$ cat src/design/lfs_pkg.sv
// Shared types, codes and constants of the LED fade sequencer.
package lfs_pkg;

  // Fixed sizes and defaults.
  localparam int unsigned LFS_PWM_TOP    = 1000;
  localparam int unsigned LFS_NUM_CH     = 4;
  localparam int unsigned LFS_DUTY_W     = 15;
  localparam int unsigned LFS_ADDR_W     = 5;
  localparam int unsigned LFS_DATA_W     = 32;

  // Scale factors of the animation.
  localparam int unsigned LFS_TIME_SCALE = 10;
  localparam int unsigned LFS_PERCENT    = 100;
  localparam int unsigned LFS_MAN_STEPS  = 50;
  localparam int unsigned LFS_SPOT_TICKS = 20;

  // Reset values of the configuration registers.
  localparam int unsigned LFS_RST_REFRESH  = 1;
  localparam int unsigned LFS_RST_FADE_ON  = 1000;
  localparam int unsigned LFS_RST_STAY_ON  = 5000;
  localparam int unsigned LFS_RST_FADE_OFF = 1000;
  localparam int unsigned LFS_BRIGHT_DIV   = 5;
  localparam int unsigned LFS_SPOT_DIV     = 20;

  // Shared divider geometry: two quotient bits per cycle.
  localparam int unsigned LFS_DIVIDEND_W = 32;
  localparam int unsigned LFS_DIVISOR_W  = 16;
  localparam int unsigned LFS_DIV_RADIX_BITS = 2;
  localparam int unsigned LFS_DIV_STEPS  = LFS_DIVIDEND_W / LFS_DIV_RADIX_BITS;

  typedef enum logic [2:0] {
    CMD_TICK   = 3'd0,
    CMD_LIGHT  = 3'd1,
    CMD_STOP   = 3'd2,
    CMD_MANUAL = 3'd3,
    CMD_PING   = 3'd4
  } cmd_t;

  typedef enum logic [2:0] {
    REG_REFRESH  = 3'd0,
    REG_FADE_ON  = 3'd1,
    REG_STAY_ON  = 3'd2,
    REG_FADE_OFF = 3'd3,
    REG_BRIGHT   = 3'd4,
    REG_SPOT     = 3'd5
  } reg_idx_t;

  typedef enum logic [1:0] {
    MODE_IDLE   = 2'd0,
    MODE_LIGHT  = 2'd1,
    MODE_MANUAL = 2'd2,
    MODE_PING   = 2'd3
  } mode_t;

  typedef enum logic [2:0] {
    PH_OFF       = 3'd0,
    PH_FADE_ON   = 3'd1,
    PH_STAY      = 3'd2,
    PH_FADE_OFF  = 3'd3,
    PH_DONE      = 3'd4,
    PH_MAN_START = 3'd5,
    PH_MAN_FADE  = 3'd6,
    PH_MAN_STOP  = 3'd7
  } phase_t;

  // Ping mode reuses the fade-on code for its spot phase.
  localparam phase_t PH_SPOT = PH_FADE_ON;

  typedef enum logic [2:0] {
    SQ_IDLE,
    SQ_MOD_START,
    SQ_MOD_WAIT,
    SQ_QUO_START,
    SQ_QUO_WAIT,
    SQ_APPLY
  } seq_t;

  // Input word.
  typedef struct packed {
    logic [2:0]  command;
    logic [6:0]  level_percent;
    logic [15:0] ping_timeout;
  } cmd_word_t;

  // Output word.
  typedef struct packed {
    logic [LFS_DUTY_W-1:0] duty_ch0;
    logic [LFS_DUTY_W-1:0] duty_ch1;
    logic [LFS_DUTY_W-1:0] duty_ch2;
    logic [LFS_DUTY_W-1:0] duty_ch3;
    logic                  running;
  } duty_word_t;

  // Divider control and result.
  typedef struct packed {
    logic                      start;
    logic [LFS_DIVIDEND_W-1:0] dividend;
    logic [LFS_DIVISOR_W-1:0]  divisor;
  } div_ctl_t;

  typedef struct packed {
    logic                      done;
    logic [LFS_DIVIDEND_W-1:0] quotient;
    logic [LFS_DIVISOR_W-1:0]  remainder;
  } div_res_t;

endpackage

$ cat src/design/led_fade_sequencer.sv
// Top level of the LED fade sequencer: command channel, APB registers and animation sequencer.
// The block takes one command word at a time and returns exactly one word of four
// active-low duty values and a running flag for each. A tick in light, manual or
// ping mode makes two passes through the shared radix-4 divider before the result
// word is loaded (first the tick counter modulo the refresh interval, then the fade
// step or the ping rotation check). Start, stop and unknown commands, and ticks
// while idle, go to the update without the divider. The next command word is
// accepted from the cycle after the result word is loaded. A result word may wait
// on the output while the next command word is accepted, and the result of that
// word is then held back until the first is taken. The user must write registers over
// APB only while no command is in flight; the block itself does not enforce it.
module led_fade_sequencer import lfs_pkg::*; #(
  parameter int unsigned PWM_TOP = LFS_PWM_TOP
) (
  input  logic                  clk,
  input  logic                  rst,
  input  logic                  req_valid,
  output logic                  req_ready,
  input  cmd_word_t             req,
  output logic                  rsp_valid,
  input  logic                  rsp_ready,
  output duty_word_t            rsp,
  input  logic                  psel,
  input  logic                  penable,
  input  logic                  pwrite,
  input  logic [LFS_ADDR_W-1:0] paddr,
  input  logic [LFS_DATA_W-1:0] pwdata,
  output logic [LFS_DATA_W-1:0] prdata,
  output logic                  pready
);

  localparam logic [LFS_DUTY_W-1:0] TOP      = LFS_DUTY_W'(PWM_TOP);
  localparam logic [16:0]           TOP_WIDE = 17'(PWM_TOP);
  localparam int unsigned           PCT_UNIT = PWM_TOP / LFS_PERCENT;

  // Configuration registers.
  logic [7:0]            refresh_interval;
  logic [15:0]           fade_on_time;
  logic [15:0]           stay_on_time;
  logic [15:0]           fade_off_time;
  logic [LFS_DUTY_W-1:0] bright_amount;
  logic [LFS_DUTY_W-1:0] spot_amount;

  // Animation state.
  mode_t                 mode;
  phase_t                phase;
  logic [31:0]           tick_count;
  logic [LFS_DUTY_W-1:0] duty [LFS_NUM_CH];
  logic [1:0]            spot_index;
  logic [LFS_DUTY_W-1:0] fade_start;
  logic [6:0]            manual_percent;
  logic [15:0]           ping_limit;
  logic                  busy;

  mode_t                 mode_next;
  phase_t                phase_next;
  logic [31:0]           tick_next;
  logic [LFS_DUTY_W-1:0] duty_next [LFS_NUM_CH];
  logic [1:0]            spot_next;
  logic [LFS_DUTY_W-1:0] fade_start_next;
  logic [6:0]            manual_percent_next;
  logic [15:0]           ping_limit_next;
  logic                  busy_next;

  // Sequencer and held command word.
  seq_t                  seq;
  seq_t                  seq_next;
  cmd_word_t             cmd_q;
  logic                  due_refresh;
  logic                  rem_zero;
  logic [18:0]           quo_q;
  div_ctl_t              div_ctl;
  div_res_t              div_res;
  logic                  apply_fire;
  logic                  cfg_write;

  // Derived operands.
  logic [7:0]            refresh_eff;
  logic [15:0]           fade_on_eff;
  logic [31:0]           tick_inc;
  logic [16:0]           pct_product;
  logic [LFS_DUTY_W-1:0] target;
  logic                  fade_down;
  logic [LFS_DUTY_W-1:0] delta;
  logic [18:0]           bright_scaled;
  logic [18:0]           man_step;

  function automatic logic [LFS_DUTY_W-1:0] sub_sat(input logic [LFS_DUTY_W-1:0] a,
                                                   input logic [18:0] b);
    logic [18:0] a_wide;
    a_wide = 19'(a);
    return (a_wide > b) ? LFS_DUTY_W'(a_wide - b) : '0;
  endfunction

  function automatic logic [LFS_DUTY_W-1:0] add_sat(input logic [LFS_DUTY_W-1:0] a,
                                                   input logic [18:0] b);
    logic [19:0] sum;
    sum = 20'(a) + 20'(b);
    return (sum > 20'(PWM_TOP)) ? TOP : sum[LFS_DUTY_W-1:0];
  endfunction

  // True once ten times the counter has reached the limit; a counter of 8192 or
  // more always exceeds any 16-bit limit.
  function automatic logic reached(input logic [31:0] t, input logic [15:0] limit);
    logic [16:0] scaled;
    scaled = 17'(t[12:0]) * 17'(LFS_TIME_SCALE);
    return (t[31:13] != '0) || (scaled >= 17'(limit));
  endfunction

  assign refresh_eff   = (refresh_interval == '0) ? 8'd1 : refresh_interval;
  assign fade_on_eff   = (fade_on_time == '0) ? 16'd1 : fade_on_time;
  assign tick_inc      = tick_count + 32'd1;
  assign pct_product   = 17'(PCT_UNIT) * 17'(manual_percent);
  assign target        = (pct_product >= TOP_WIDE) ? '0
                                                   : LFS_DUTY_W'(TOP_WIDE - pct_product);
  assign fade_down     = fade_start > target;
  assign delta         = fade_down ? (fade_start - target) : (target - fade_start);
  assign bright_scaled = 19'(bright_amount) * 19'(LFS_TIME_SCALE);
  assign man_step      = (quo_q == '0) ? 19'd1 : quo_q;

  assign req_ready  = (seq == SQ_IDLE);
  assign apply_fire = (seq == SQ_APPLY) && (!rsp_valid || rsp_ready);
  assign pready     = 1'b1;
  assign cfg_write  = psel && penable && pwrite;

  // Register read-back.
  always_comb begin
    prdata = '0;
    case (paddr[4:2])
      REG_REFRESH:  prdata = 32'(refresh_interval);
      REG_FADE_ON:  prdata = 32'(fade_on_time);
      REG_STAY_ON:  prdata = 32'(stay_on_time);
      REG_FADE_OFF: prdata = 32'(fade_off_time);
      REG_BRIGHT:   prdata = 32'(bright_amount);
      REG_SPOT:     prdata = 32'(spot_amount);
      default:      prdata = '0;
    endcase
  end

  // Register writes.
  always_ff @(posedge clk) begin
    if (rst) begin
      refresh_interval <= 8'(LFS_RST_REFRESH);
      fade_on_time     <= 16'(LFS_RST_FADE_ON);
      stay_on_time     <= 16'(LFS_RST_STAY_ON);
      fade_off_time    <= 16'(LFS_RST_FADE_OFF);
      bright_amount    <= LFS_DUTY_W'(PWM_TOP / LFS_BRIGHT_DIV);
      spot_amount      <= LFS_DUTY_W'(PWM_TOP / LFS_SPOT_DIV);
    end else if (cfg_write) begin
      case (paddr[4:2])
        REG_REFRESH:  refresh_interval <= pwdata[7:0];
        REG_FADE_ON:  fade_on_time     <= pwdata[15:0];
        REG_STAY_ON:  stay_on_time     <= pwdata[15:0];
        REG_FADE_OFF: fade_off_time    <= pwdata[15:0];
        REG_BRIGHT:   bright_amount    <= pwdata[LFS_DUTY_W-1:0];
        REG_SPOT:     spot_amount      <= pwdata[LFS_DUTY_W-1:0];
        default:      ;
      endcase
    end
  end

  // Sequencer state register.
  always_ff @(posedge clk) begin
    if (rst) begin
      seq <= SQ_IDLE;
    end else begin
      seq <= seq_next;
    end
  end

  // Sequencer next state and divider requests.
  always_comb begin
    seq_next         = seq;
    div_ctl.start    = 1'b0;
    div_ctl.dividend = tick_inc;
    div_ctl.divisor  = 16'(refresh_eff);
    case (seq)
      SQ_IDLE: begin
        if (req_valid) begin
          if (req.command == CMD_TICK && mode != MODE_IDLE) begin
            seq_next = SQ_MOD_START;
          end else begin
            seq_next = SQ_APPLY;
          end
        end
      end
      SQ_MOD_START: begin
        div_ctl.start = 1'b1;
        seq_next      = SQ_MOD_WAIT;
      end
      SQ_MOD_WAIT: begin
        if (div_res.done) begin
          seq_next = SQ_QUO_START;
        end
      end
      SQ_QUO_START: begin
        div_ctl.start = 1'b1;
        case (mode)
          MODE_LIGHT: begin
            div_ctl.dividend = 32'(bright_scaled);
            div_ctl.divisor  = fade_on_eff;
          end
          MODE_MANUAL: begin
            div_ctl.dividend = 32'(delta);
            div_ctl.divisor  = 16'(LFS_MAN_STEPS);
          end
          default: begin
            div_ctl.dividend = tick_inc;
            div_ctl.divisor  = 16'(LFS_SPOT_TICKS);
          end
        endcase
        seq_next = SQ_QUO_WAIT;
      end
      SQ_QUO_WAIT: begin
        if (div_res.done) begin
          seq_next = SQ_APPLY;
        end
      end
      SQ_APPLY: begin
        if (apply_fire) begin
          seq_next = SQ_IDLE;
        end
      end
      default: seq_next = SQ_IDLE;
    endcase
  end

  lfs_div u_div (
    .clk (clk),
    .rst (rst),
    .ctl (div_ctl),
    .res (div_res)
  );

  // Command word and divider results held for the update.
  always_ff @(posedge clk) begin
    if (req_valid && req_ready) begin
      cmd_q <= req;
    end
    if (seq == SQ_MOD_WAIT && div_res.done) begin
      due_refresh <= (div_res.remainder == '0);
    end
    if (seq == SQ_QUO_WAIT && div_res.done) begin
      quo_q    <= div_res.quotient[18:0];
      rem_zero <= (div_res.remainder == '0);
    end
  end

  // Animation update for the held command.
  always_comb begin
    mode_next           = mode;
    phase_next          = phase;
    tick_next           = tick_count;
    duty_next           = duty;
    spot_next           = spot_index;
    fade_start_next     = fade_start;
    manual_percent_next = manual_percent;
    ping_limit_next     = ping_limit;
    busy_next           = busy;
    case (cmd_q.command)
      CMD_TICK: begin
        case (mode)
          MODE_LIGHT: begin
            tick_next = tick_inc;
            if (due_refresh) begin
              case (phase)
                PH_OFF: begin
                  tick_next    = '0;
                  phase_next   = PH_FADE_ON;
                  duty_next[0] = TOP;
                end
                PH_FADE_ON: begin
                  duty_next[0] = sub_sat(duty[0], quo_q);
                  if (reached(tick_inc, fade_on_time)) begin
                    phase_next = PH_STAY;
                    tick_next  = '0;
                  end
                end
                PH_STAY: begin
                  duty_next[0] = sub_sat(TOP, 19'(bright_amount));
                  if (reached(tick_inc, stay_on_time)) begin
                    phase_next = PH_FADE_OFF;
                    tick_next  = '0;
                  end
                end
                PH_FADE_OFF: begin
                  duty_next[0] = add_sat(duty[0], quo_q);
                  if (reached(tick_inc, fade_off_time)) begin
                    phase_next   = PH_DONE;
                    duty_next[0] = TOP;
                    tick_next    = '0;
                  end
                end
                PH_DONE: begin
                  tick_next = '0;
                  busy_next = 1'b0;
                end
                default: phase_next = PH_OFF;
              endcase
            end
          end
          MODE_MANUAL: begin
            tick_next = tick_inc;
            if (phase == PH_MAN_START) begin
              fade_start_next = duty[0];
              tick_next       = '0;
              phase_next      = PH_MAN_FADE;
            end else if (phase == PH_MAN_FADE && due_refresh) begin
              // Step toward the target and stop on it without overshoot.
              if (fade_down) begin
                if (sub_sat(duty[0], man_step) > target) begin
                  duty_next[0] = sub_sat(duty[0], man_step);
                end else begin
                  duty_next[0] = target;
                  phase_next   = PH_MAN_STOP;
                end
              end else begin
                if (add_sat(duty[0], man_step) < target) begin
                  duty_next[0] = add_sat(duty[0], man_step);
                end else begin
                  duty_next[0] = target;
                  phase_next   = PH_MAN_STOP;
                end
              end
            end
          end
          MODE_PING: begin
            tick_next = tick_inc;
            if (due_refresh) begin
              if (phase == PH_OFF) begin
                tick_next  = '0;
                phase_next = PH_SPOT;
              end else if (phase == PH_SPOT && rem_zero) begin
                // Move the dimmed spot on by one channel.
                duty_next[spot_index]         = TOP;
                spot_next                     = spot_index + 2'd1;
                duty_next[spot_index + 2'd1]  = sub_sat(TOP, 19'(spot_amount));
                if (reached(tick_inc, ping_limit)) begin
                  phase_next = PH_DONE;
                  tick_next  = '0;
                end
              end else if (phase == PH_DONE) begin
                busy_next = 1'b0;
                spot_next = '0;
                for (int i = 0; i < LFS_NUM_CH; i++) begin
                  duty_next[i] = TOP;
                end
              end
            end
          end
          default: ;
        endcase
      end
      CMD_LIGHT: begin
        busy_next  = 1'b1;
        mode_next  = MODE_LIGHT;
        phase_next = PH_OFF;
        tick_next  = '0;
      end
      CMD_STOP: begin
        busy_next = 1'b0;
        mode_next = MODE_IDLE;
      end
      CMD_MANUAL: begin
        busy_next           = 1'b1;
        mode_next           = MODE_MANUAL;
        phase_next          = PH_MAN_START;
        manual_percent_next = cmd_q.level_percent;
      end
      CMD_PING: begin
        busy_next       = 1'b1;
        ping_limit_next = cmd_q.ping_timeout;
        mode_next       = MODE_PING;
        phase_next      = PH_OFF;
        tick_next       = '0;
      end
      default: ;
    endcase
  end

  // State update and output word, taken together when the output can be loaded.
  always_ff @(posedge clk) begin
    if (rst) begin
      mode           <= MODE_IDLE;
      phase          <= PH_OFF;
      tick_count     <= '0;
      for (int i = 0; i < LFS_NUM_CH; i++) begin
        duty[i] <= TOP;
      end
      spot_index     <= '0;
      fade_start     <= '0;
      manual_percent <= '0;
      ping_limit     <= '0;
      busy           <= 1'b0;
      rsp_valid      <= 1'b0;
    end else if (apply_fire) begin
      mode           <= mode_next;
      phase          <= phase_next;
      tick_count     <= tick_next;
      duty           <= duty_next;
      spot_index     <= spot_next;
      fade_start     <= fade_start_next;
      manual_percent <= manual_percent_next;
      ping_limit     <= ping_limit_next;
      busy           <= busy_next;
      rsp_valid      <= 1'b1;
    end else if (rsp_ready) begin
      rsp_valid <= 1'b0;
    end
  end

  always_ff @(posedge clk) begin
    if (apply_fire) begin
      rsp.duty_ch0 <= duty_next[0];
      rsp.duty_ch1 <= duty_next[1];
      rsp.duty_ch2 <= duty_next[2];
      rsp.duty_ch3 <= duty_next[3];
      rsp.running  <= busy_next;
    end
  end

  // The divider only finishes while the sequencer waits for it.
  a_div_done_in_wait: assert property (@(posedge clk) disable iff (rst)
    div_res.done |-> (seq == SQ_MOD_WAIT || seq == SQ_QUO_WAIT))
    else $error("divider result arrived outside a wait state");

  // Channel values never leave the range up to the PWM top.
  a_duty_in_range: assert property (@(posedge clk) disable iff (rst)
    rsp_valid |-> (rsp.duty_ch0 <= TOP && rsp.duty_ch1 <= TOP &&
                   rsp.duty_ch2 <= TOP && rsp.duty_ch3 <= TOP))
    else $error("duty value above PWM top");

  // An idle mode never reports a running animation.
  a_idle_not_busy: assert property (@(posedge clk) disable iff (rst)
    (mode == MODE_IDLE) |-> !busy)
    else $error("running flag set while idle");

  // An update always leaves a result word on the output.
  a_apply_gives_word: assert property (@(posedge clk) disable iff (rst)
    apply_fire |=> rsp_valid)
    else $error("update without a result word");

  // A tick in an active mode goes through the divider before any update.
  a_tick_uses_div: assert property (@(posedge clk) disable iff (rst)
    (req_valid && req_ready && req.command == CMD_TICK && mode != MODE_IDLE)
      |=> (seq == SQ_MOD_START))
    else $error("tick skipped the refresh check");

endmodule

$ cat src/design/lfs_div.sv
// Iterative restoring divider, two quotient bits per cycle.
module lfs_div import lfs_pkg::*; (
  input  logic     clk,
  input  logic     rst,
  input  div_ctl_t ctl,
  output div_res_t res
);

  localparam int unsigned CNT_W = $clog2(LFS_DIV_STEPS);

  logic                      busy;
  logic                      done;
  logic [CNT_W-1:0]          cnt;
  logic [LFS_DIVIDEND_W-1:0] quo;
  logic [LFS_DIVISOR_W-1:0]  rem;
  logic [LFS_DIVISOR_W-1:0]  dvs;

  logic [LFS_DIVISOR_W:0]    trial_a;
  logic [LFS_DIVISOR_W:0]    trial_b;
  logic [LFS_DIVISOR_W:0]    diff_a;
  logic [LFS_DIVISOR_W:0]    diff_b;
  logic                      ge_a;
  logic                      ge_b;
  logic [LFS_DIVIDEND_W-1:0] quo_next;
  logic [LFS_DIVISOR_W-1:0]  rem_next;

  // Two dependent compare-and-subtract steps on the partial remainder.
  always_comb begin
    trial_a  = {rem, quo[LFS_DIVIDEND_W-1]};
    ge_a     = trial_a >= {1'b0, dvs};
    diff_a   = ge_a ? (trial_a - {1'b0, dvs}) : trial_a;
    trial_b  = {diff_a[LFS_DIVISOR_W-1:0], quo[LFS_DIVIDEND_W-2]};
    ge_b     = trial_b >= {1'b0, dvs};
    diff_b   = ge_b ? (trial_b - {1'b0, dvs}) : trial_b;
    quo_next = {quo[LFS_DIVIDEND_W-3:0], ge_a, ge_b};
    rem_next = diff_b[LFS_DIVISOR_W-1:0];
  end

  // Control: load on start, then one radix-4 step per cycle.
  always_ff @(posedge clk) begin
    if (rst) begin
      busy <= 1'b0;
      done <= 1'b0;
      cnt  <= '0;
    end else begin
      done <= 1'b0;
      if (ctl.start && !busy) begin
        busy <= 1'b1;
        cnt  <= '0;
      end else if (busy) begin
        cnt <= cnt + CNT_W'(1);
        if (cnt == CNT_W'(LFS_DIV_STEPS - 1)) begin
          busy <= 1'b0;
          done <= 1'b1;
        end
      end
    end
  end

  // Operand and partial result registers.
  always_ff @(posedge clk) begin
    if (ctl.start && !busy) begin
      quo <= ctl.dividend;
      rem <= '0;
      dvs <= ctl.divisor;
    end else if (busy) begin
      quo <= quo_next;
      rem <= rem_next;
    end
  end

  assign res.done      = done;
  assign res.quotient  = quo;
  assign res.remainder = rem;

endmodule

$ cat config.mk
export PLATFORM = sky130hd
export DESIGN_NAME = led_fade_sequencer
export DESIGN_NICKNAME = d
export VERILOG_FILES = /design/src/design/lfs_pkg.sv /design/src/design/led_fade_sequencer.sv /design/src/design/lfs_div.sv
export SDC_FILE = /design/constraint.sdc
export NUM_CORES = 1
export LEC_CHECK = 0
export BUFFER_PORTS_ARGS = -buffer_cell sky130_fd_sc_hd__buf_2
export CAP_MARGIN = 25
export CORE_MARGIN = 5
export CORE_UTILIZATION = 30
export DETAILED_ROUTE_END_ITERATION = 8
export PLACE_DENSITY = 0.49
export SYNTH_ARGS = -nofsm -noshare
export SYNTH_HDL_FRONTEND = slang
export SYNTH_SLANG_ARGS = --single-unit
$ cat constraint.sdc
create_clock -name clk -period 6.9 [get_ports clk]
set_input_delay 0.345 -clock clk [delete_from_list [all_inputs] [get_ports clk]]
set_output_delay 0.345 -clock clk [all_outputs]
set_load 0.05 [all_outputs]
Word-level counts from Yosys, hierarchy flattened. Index checks and enable logic that the tools add are counted.

Flip-flop bits (word level): 406. Bits of input ports: 70.

Add/subtract/negate cells: 14. $mul: 3. $lt $le $gt $ge: 20. Equal/unequal tests: 40. Multiplexer cells: 89. Bitwise logic cells: 7. Reduce and logical (&&, ||, !) cells: 56.

Operator list (count): $mux 32 (11); $mux 60 (5); $mux 15 (17); $pmux 32 s4 (1); $ge 17x16->1 (6); $pmux 16 s6 (1); $pmux 32 s3 (1); $pmux 48 s2 (1); $pmux 32 s2 (1); $bwmux 60 (1); $demux 15 s2 (2); $pmux 15 s4 (1); $sub 15x15->15 (4); $mux 3 (18); $mux 16 (3); $mux 48 (1); $mux 45 (1); $pmux 15 s3 (1); $add 15x19->20 (2); $gt 20x10->1 const B (2); $gt 15x19->1 (2); $and 36x36->36 (1); $not 36->36 (1); $add 32x1->32 const B (1); 56 further kinds (144).

Depth between registers and ports, before layout. Gate-level depths: netlist of run 1.

Word-level depth: 13. Mapped depth: 29. Depth with buffers taken out: 27.

By module. A second synthesis of run 1 with hierarchy kept.

Cells, all modules: 3826. Area, all modules: 30670.7 sq um.

By module, submodules not included: led_fade_sequencer (instances 1, cells an instance 3303, area an instance 26065.0 sq um, seq. area each 7807.5 sq um); lfs_div (instances 1, cells an instance 523, area an instance 4605.7 sq um, seq. area each 1881.8 sq um).

Worst setup path after synthesis of run 1. No wires, ideal clock.

Kind: flip-flop to flip-flop. From: register quo_q[15]. To: register rsp[54] (netlist name), data pin. Library setup time: 256 ps. Data arrival time: 6285 ps. Required time: 6644 ps. Slack: 359 ps. Stages on the path, launching flop included: 29. Buffers on the path: 3. Path through: edfxtp_1 clkbuf_1 nor4_1 a41o_1 ha_1 inv_1 fa_1 o21bai_1 a211oi_1 a311oi_1 o2111ai_1 and3_1 a211oi_1 nor4b_2 clkbuf_1 nor2b_1 ha_1 a21o_1 a21o_1 a21o_1 o21ai_0 o211ai_1 and2_1 a31oi_1 a21boi_0 buf_2 mux2i_1 o211ai_1 o22a_1.

RTL lines: start: declaration (RTL line led_fade_sequencer.sv:71) `logic [18:0] quo_q;`; start signal: assignment (RTL line led_fade_sequencer.sv:244) `quo_q <= div_res.quotient[18:0];`; end: declaration (RTL line led_fade_sequencer.sv:22) `output duty_word_t rsp,`.

==> run metrics, run 1 <==
outcome finished clean; GRT overflow 0; main combinational cell family by area after synthesis compound AO/OA/AOI/OAI gates; First DRT Iteration DRCs between 2000 and 2500; Setup Skew 0.0201 ns; post-route cell area 35100 um2; Inst Count DP slightly above 5000; Total Wirelength 112000 um; Final Wtd Congestion 0.916; Power per Cell Area 244 nW/um2; antenna viol nets, final 0; ratio of cells with drive above 1 in the final layout 11.9%; Leak Pwr 14.0 nW; Post-Synth Simple-Gate Area 19.9%; Fin. Hold Viols 0; first-pass GRT wire length roughly 170000 um; clock latency on the worst-skew pair between 0.6 and 0.7 ns; Pins Over Slew Limit 0; peak supply drop approximately 0.00019 V; CTS sink cnt 406; routing usage on met1 28.6%; fmax ~150 MHz; Design Power between 0.008 and 0.009 W; vias in the first global route 26150; GR Util met2 31.7%; Slew HR between 20% and 30%; core area around 100000 um2; Post-route DRC 0; DRT Pass-1 Iters 5; wire per inst 21.5 um; vias per std cell 5.40; area leader, netlist dfxtp_1; CP endpoint kind flip-flop; CTS tree yes; Most used DFF post-synth dfxtp_1; ys async rst share 0%; slowest stage delay, CP slightly above 0.5 ns; Compound-Gate Fraction of Synth Area approximately 22%; Post-Synth Adder-Cell Area 12.3%; multiplexer share of the synthesized area 3.02%; post-synth top area share 16.6%; Nets between 4000 and 5000; Post-synth EDFFs 156; post-synthesis xor/xnor area fraction under 10%; clock slew at reported path FFs about 0.060 ns; Layout Cells excl Fill 5209; Max Root-Sink Buffers 3; gr usage total 20.0%; initial antenna violation count 3; cell mode on critical path buf_4; Hold Path Class primary input to flip-flop; main area contributors after synthesis dfxtp_1 (17%), edfxtp_1 (16%), ha_1 (12%), nand2_1 (5.9%), a21oi_1 (4.8%); Die W between 300 and 400 um; met3 GRT Util 2.58%; Core Rows 116; Ys Warns 0; Fin Hold WS 0.0675 ns; CP startpoint kind flip-flop; Layout area overhead 16.6%; CTS buffer count 54; number of max-cap violations 0; hpwl dp around 85000 um; Worst Tran Pin Value approximately 1.1 ns; Setup Crit Path Kind flip-flop to flip-flop; Post-DP Area between 30000 and 40000 um2; Root Driver clkbuf_16; Ant. Diodes 0; Die Y 327 um; I/O Buffers 130; Mean Syn Cell Area 8.13 um2; Initial Util 30.1%; pin count of the biggest net entering global routing 100; register area share after synthesis 32.2%; slowest stage cell on the critical path edfxtp_1; synth unique cells between 90 and 100; via count 28140; Final min period 6.59 ns; die footprint 107000 um2; #FFs+latches synth 406; critical path arrival 6.99 ns; busiest grt layer met2; period utilisation layout between 90% and 100%; CTS H-tree depth 2; Final setup viols 0; Cells after Synth 3700; Req. time, crit path 7.30 ns; mapped cell area 30100 um2; R2R setup slack 0.31 ns; CP Max Fanout 7; I/O pin total ~170
critical path: cells and delay by family, from the launching register on:
kind | cells | cell delay, ns
buf+inv | 6 | 0.92
mux | 2 | 0.42
compound gates | 14 | 2.49
simple gates | 5 | 1.13
fa+ha+maj | 3 | 0.86
flops | 1 | 0.51
logic make-up after synthesis:
kind of cell	count (synthesis)
buffers and inverters	474
xor gates and xnor gates	143
AOI/OAI and AO/OA	1022
adders and majority gates	288
DFF	406
muxes	87
and+or+nand+nor	1278
other	2
flip-flops by register name (all words and copies together) (netlist names), 16 cells and up:
register       flops
cmd_q             26
duty              60
fade_off_time     16
fade_on_time      16
ping_limit        16
quo_q             19
rsp               61
stay_on_time      16
tick_count        32
u_div.dvs         16
u_div.quo         32
u_div.rem         16
layer usage:
metal  vias up  routed length [um]
met5         -                  13
li1      13604                   -
met3       172                6370
met1     13460               52700
met2       902               49400
met4         2                3570
layout make-up:
cell class	count	area, um2
Fill cell	10564	64800
Timing Repair Buffer	316	2250
Multi-Input combinational cell	2844	18700
Sequential cell	406	9690
Clock inverter	30	333
Inverter	243	915
Clock buffer	72	1550
Tap cell	1298	1620
cells in the mapped netlist (14+ instances only):
cell,n
a211oi_1,31
a21o_1,54
a21oi_1,287
a22oi_1,35
a311oi_1,24
a31oi_1,41
and2_1,24
and3_1,20
buf_4,17
clkbuf_1,189
dfxtp_1,250
edfxtp_1,156
ha_1,277
inv_1,241
mux2_2,20
mux2i_1,66
nand2_1,472
nand2b_1,40
nand3_1,84
nand4_1,42
nor2_1,308
nor2b_1,44
nor3_1,95
nor4_1,38
o211ai_1,48
o21a_1,42
o21ai_0,219
o21bai_1,16
o221ai_1,18
o22ai_1,25
o31a_1,16
o31ai_1,17
or2_2,17
or3_1,28
or4_1,14
xnor2_1,100
xor2_1,43
cells in the final DEF, fill, tap and decap left out, types with 39 or more instances in the layout:
master	count
nor2b_1	44
o21a_1	42
nand2_1	471
a21o_1	54
xor2_1	43
mux2i_1	66
a21oi_1	284
ha_1	277
o21ai_0	218
buf_4	140
nor2_1	306
xnor2_1	98
clkbuf_16	59
buf_2	129
dfxtp_1	250
nor3_1	91
dlygate4sd3_1	39
edfxtp_1	156
nand2b_1	40
a31oi_1	41
inv_1	240
nand3_1	84
nand4_1	42
o211ai_1	48
per-stage QoR:
step	utilization, %	setup TNS, ns	setup WS (ns)
floorplan	-	0	0.359
global placement	32.6	0	0.270
detailed placement	32.7	0	0.168
CTS	34.9	0	0.194
global route	35.1	-0.00952	-0.00952
finish	35.1	0	0.308
timing repair:
action | in CTS | in global routing
endpoints found under the setup margin | 0 | 36
hold buffers | 39 | 0
resized for setup | 0 | 18
hold endpoints to repair | 67 | 0
setup buffers | 0 | 7
worst paths after layout:
| kind | startpoint | end | cells after the start |
|---|---|---|---|
| setup / recovery | quo_q[2] | rsp[54] | 30 |
| hold / removal | pwdata[3] | spot_amount[3] | 3 |
| setup reg to reg | quo_q[2] | rsp[54] | 30 |
| hold reg to reg | duty[26] | duty[26] | 1 |
power by group:
| group | internal (W) | switching, W | leakage [nW] |
|---|---|---|---|
| combinational | 0.000886 | 0.00161 | 9.65 |
| sequential | 0.00286 | 0.000200 | 3.40 |
| clock | 0.00178 | 0.00122 | 0.927 |
(Power assumes the default switching activity.)
==> run 2: changes to the inputs <==
==> constraint.sdc (replaced) <==
create_clock -name clk -period 6.9 [get_ports clk]
set_input_delay 1.38 -clock clk [delete_from_list [all_inputs] [get_ports clk]]
set_output_delay 1.38 -clock clk [all_outputs]
set_load 0.05 [all_outputs]
==> run metrics, run 2 (same netlist as run 1, synthesis figures left out) <==
outcome finished clean; Layout area overhead 14.9%; clock slew at reported path FFs 0.06 ns (about the same); Power per Cell Area 242 nW/um2 (-0.77%); max FFs per register 61 (unchanged); post-route cell area 34500 um2 (-1.5%); peak supply drop 0.000177 V (-6.7%); R2R setup slack 0.34 ns (+0.03 ns); Final Wtd Congestion 0.919 (+0.26%); DRT Pass-1 Iters 5 (unchanged); pin count of the biggest net entering global routing 68 (-32%); initial antenna violation count 0 (-3); Setup Skew 0.0299 ns (+0.00979 ns); Root Driver clkbuf_16; ratio of cells with drive above 1 in the final layout 12.0% (+0.078 points); vias in the first global route 26250 (+0.38%); First DRT Iteration DRCs 2682 (+7.8%); P_sw 0.00296 W (-2.3%); Die Y 327 um (unchanged); Worst Tran Pin Value 1.08 ns (-0.0291 ns); Post-route DRC 0 (unchanged); die footprint 107000 um2 (unchanged); slowest stage delay, CP 0.50 ns (about the same); CP endpoint kind flip-flop; Fin. Hold Viols 0 (unchanged); CTS buffer count 52 (-3.7%); Hold Buf Count CTS 0 (-100%); Post-CTS Setup Inserts 0 (unchanged); setup slack after placement 0.176 ns (+0.00790 ns); Max Root-Sink Buffers 3 (unchanged); I/O Buffers 130 (unchanged); Core Rows 116 (unchanged); Leak Pwr 13.8 nW (-1.6%); wire per inst 21.4 um (-0.62%); Total Wirelength 110000 um (-1.4%); Flop pwr share 36.5% (+0.8 points); Initial Util 30.1% (unchanged); gr usage total 19.9% (-0.061 points); number of max-cap violations 0 (unchanged); WP buf/inv 6 (unchanged); Post-Route Setup TNS 0 ns (unchanged); Top reg by flops rsp; Inst Count DP 5069 (+0.20%); first-pass GRT wire length 166000 um (about the same); critical path arrival 7.10 ns (+0.11 ns); fmax 152 MHz (+0.42%); setup slack after layout 0.336 ns (+0.0279 ns); CTS tree yes; Req. time, crit path 7.44 ns (+0.14 ns); RSZ-0062 raised after global routing true; Hold Path Class flip-flop to flip-flop; antenna viol nets, final 0 (unchanged); via count 27840 (-1.1%); GRT overflow 0 (unchanged); Layout Cells excl Fill 5167 (-0.81%); Switching Share 35.4% (about the same); Final min period 6.56 ns (-0.0279 ns); vias per std cell 5.39 (-0.26%); CTS H-tree depth 2 (unchanged); I/O pin total 166 (unchanged); period utilisation layout 95.1% (-0.40 points); Design Power 0.00836 W (-2.3%); Ant. Diodes 0 (unchanged); logic depth of the worst path, buffers included 30 (unchanged); Largest regs rsp x61, duty x60; hpwl dp 84300 um (-0.42%); CTS sink cnt 406 (unchanged); Pint 0.00540 W (-2.3%); Nets 4184 (-0.92%); Post-DP Area 32600 um2 (about the same); Pins Over Slew Limit 0 (unchanged); Die W 327 um (unchanged); slowest stage cell on the critical path a2111oi_0; Setup Crit Path Kind flip-flop to flip-flop; cell mode on critical path buf_4; clock latency on the worst-skew pair 0.65 ns (about the same); CP Max Fanout 7 (unchanged); most common cell after layout, fill and taps aside nand2_1; reg2reg path depth 30 (unchanged); Final setup viols 0 (unchanged); commonest cells after routing, fill and taps aside nand2_1 (471), nor2_1 (307), a21oi_1 (284), ha_1 (276), dfxtp_1 (249); Clock Power Share 34.5% (-0.6 points); worst hold path depth 1 (-2); combinational cell fraction of total power 29.1% (about the same); CP delay by family, top compound AO/OA/AOI/OAI gates; CP startpoint kind flip-flop; Slew HR 27.4% (+1.3 points); core area 99900 um2 (unchanged)
==> run 2: worst register-to-register path, delay by kind of cell (launching register included) <==
kind / cells / cell delay, ns
simple gates: 5 / 0.72
compound gates: 14 / 3.06
fa+ha+maj: 3 / 0.72
mux: 2 / 0.73
flops: 1 / 0.35
buf+inv: 6 / 0.90
==> run 2: worst paths after layout <==
kind / startpoint / to
setup reg to reg: quo_q[13] / phase[1]
hold / removal: duty[41] / duty[41]
hold reg to reg: duty[41] / duty[41]
setup / recovery: quo_q[13] / phase[1]
==> run 2: timing repair <==
item / in CTS / in global routing
setup endpoints to repair: 0 / 32
resized for setup: 0 / 13
hold endpoints to repair: 0 / 0
==> run 2: layer usage <==
metal / global-route usage, % / vias to the layer above / share of wire (%) / wire [um]
met5: 0 / - / 0 / 0
li1: - / 13532 / - / -
met3: 2.62 / 154 / 5.8 / 6350
met1: 28.8 / 13296 / 47 / 52300
met4: 5.68 / 0 / 3.0 / 3340
met2: 31.2 / 858 / 44 / 48500
==> run 2: metrics by stage <==
stage | utilization, % | hold WS, ns
2_1_floorplan | - | 0.421
3_3_place_gp | 32.7 | 0.435
3_5_place_dp | 32.7 | 0.439
4_1_cts | 34.5 | 0.453
5_1_grt | 34.6 | 0.461
6_report | 34.6 | 0.450
==> run 2: final cells by class <==
| class | count | area (um2) |
|---|---|---|
| Timing Repair Buffer | 279 | 1820 |
| Fill cell | 10540 | 65300 |
| Sequential cell | 406 | 9690 |
| Inverter | 243 | 915 |
| Multi-Input combinational cell | 2844 | 18700 |
| Clock buffer | 69 | 1500 |
| Tap cell | 1298 | 1620 |
| Clock inverter | 28 | 315 |
==> run 2: power by group through the flow <==
stage | Sequential, W | Clock [W] | Combinational [W]
after floorplan | 0.00309 | 0 | 0.00170
after global placement | 0.00309 | 0 | 0.00244
after detailed placement | 0.00309 | 0 | 0.00244
after CTS | 0.00304 | 0.00296 | 0.00245
after global routing | 0.00307 | 0.00306 | 0.00270
final | 0.00305 | 0.00288 | 0.00243
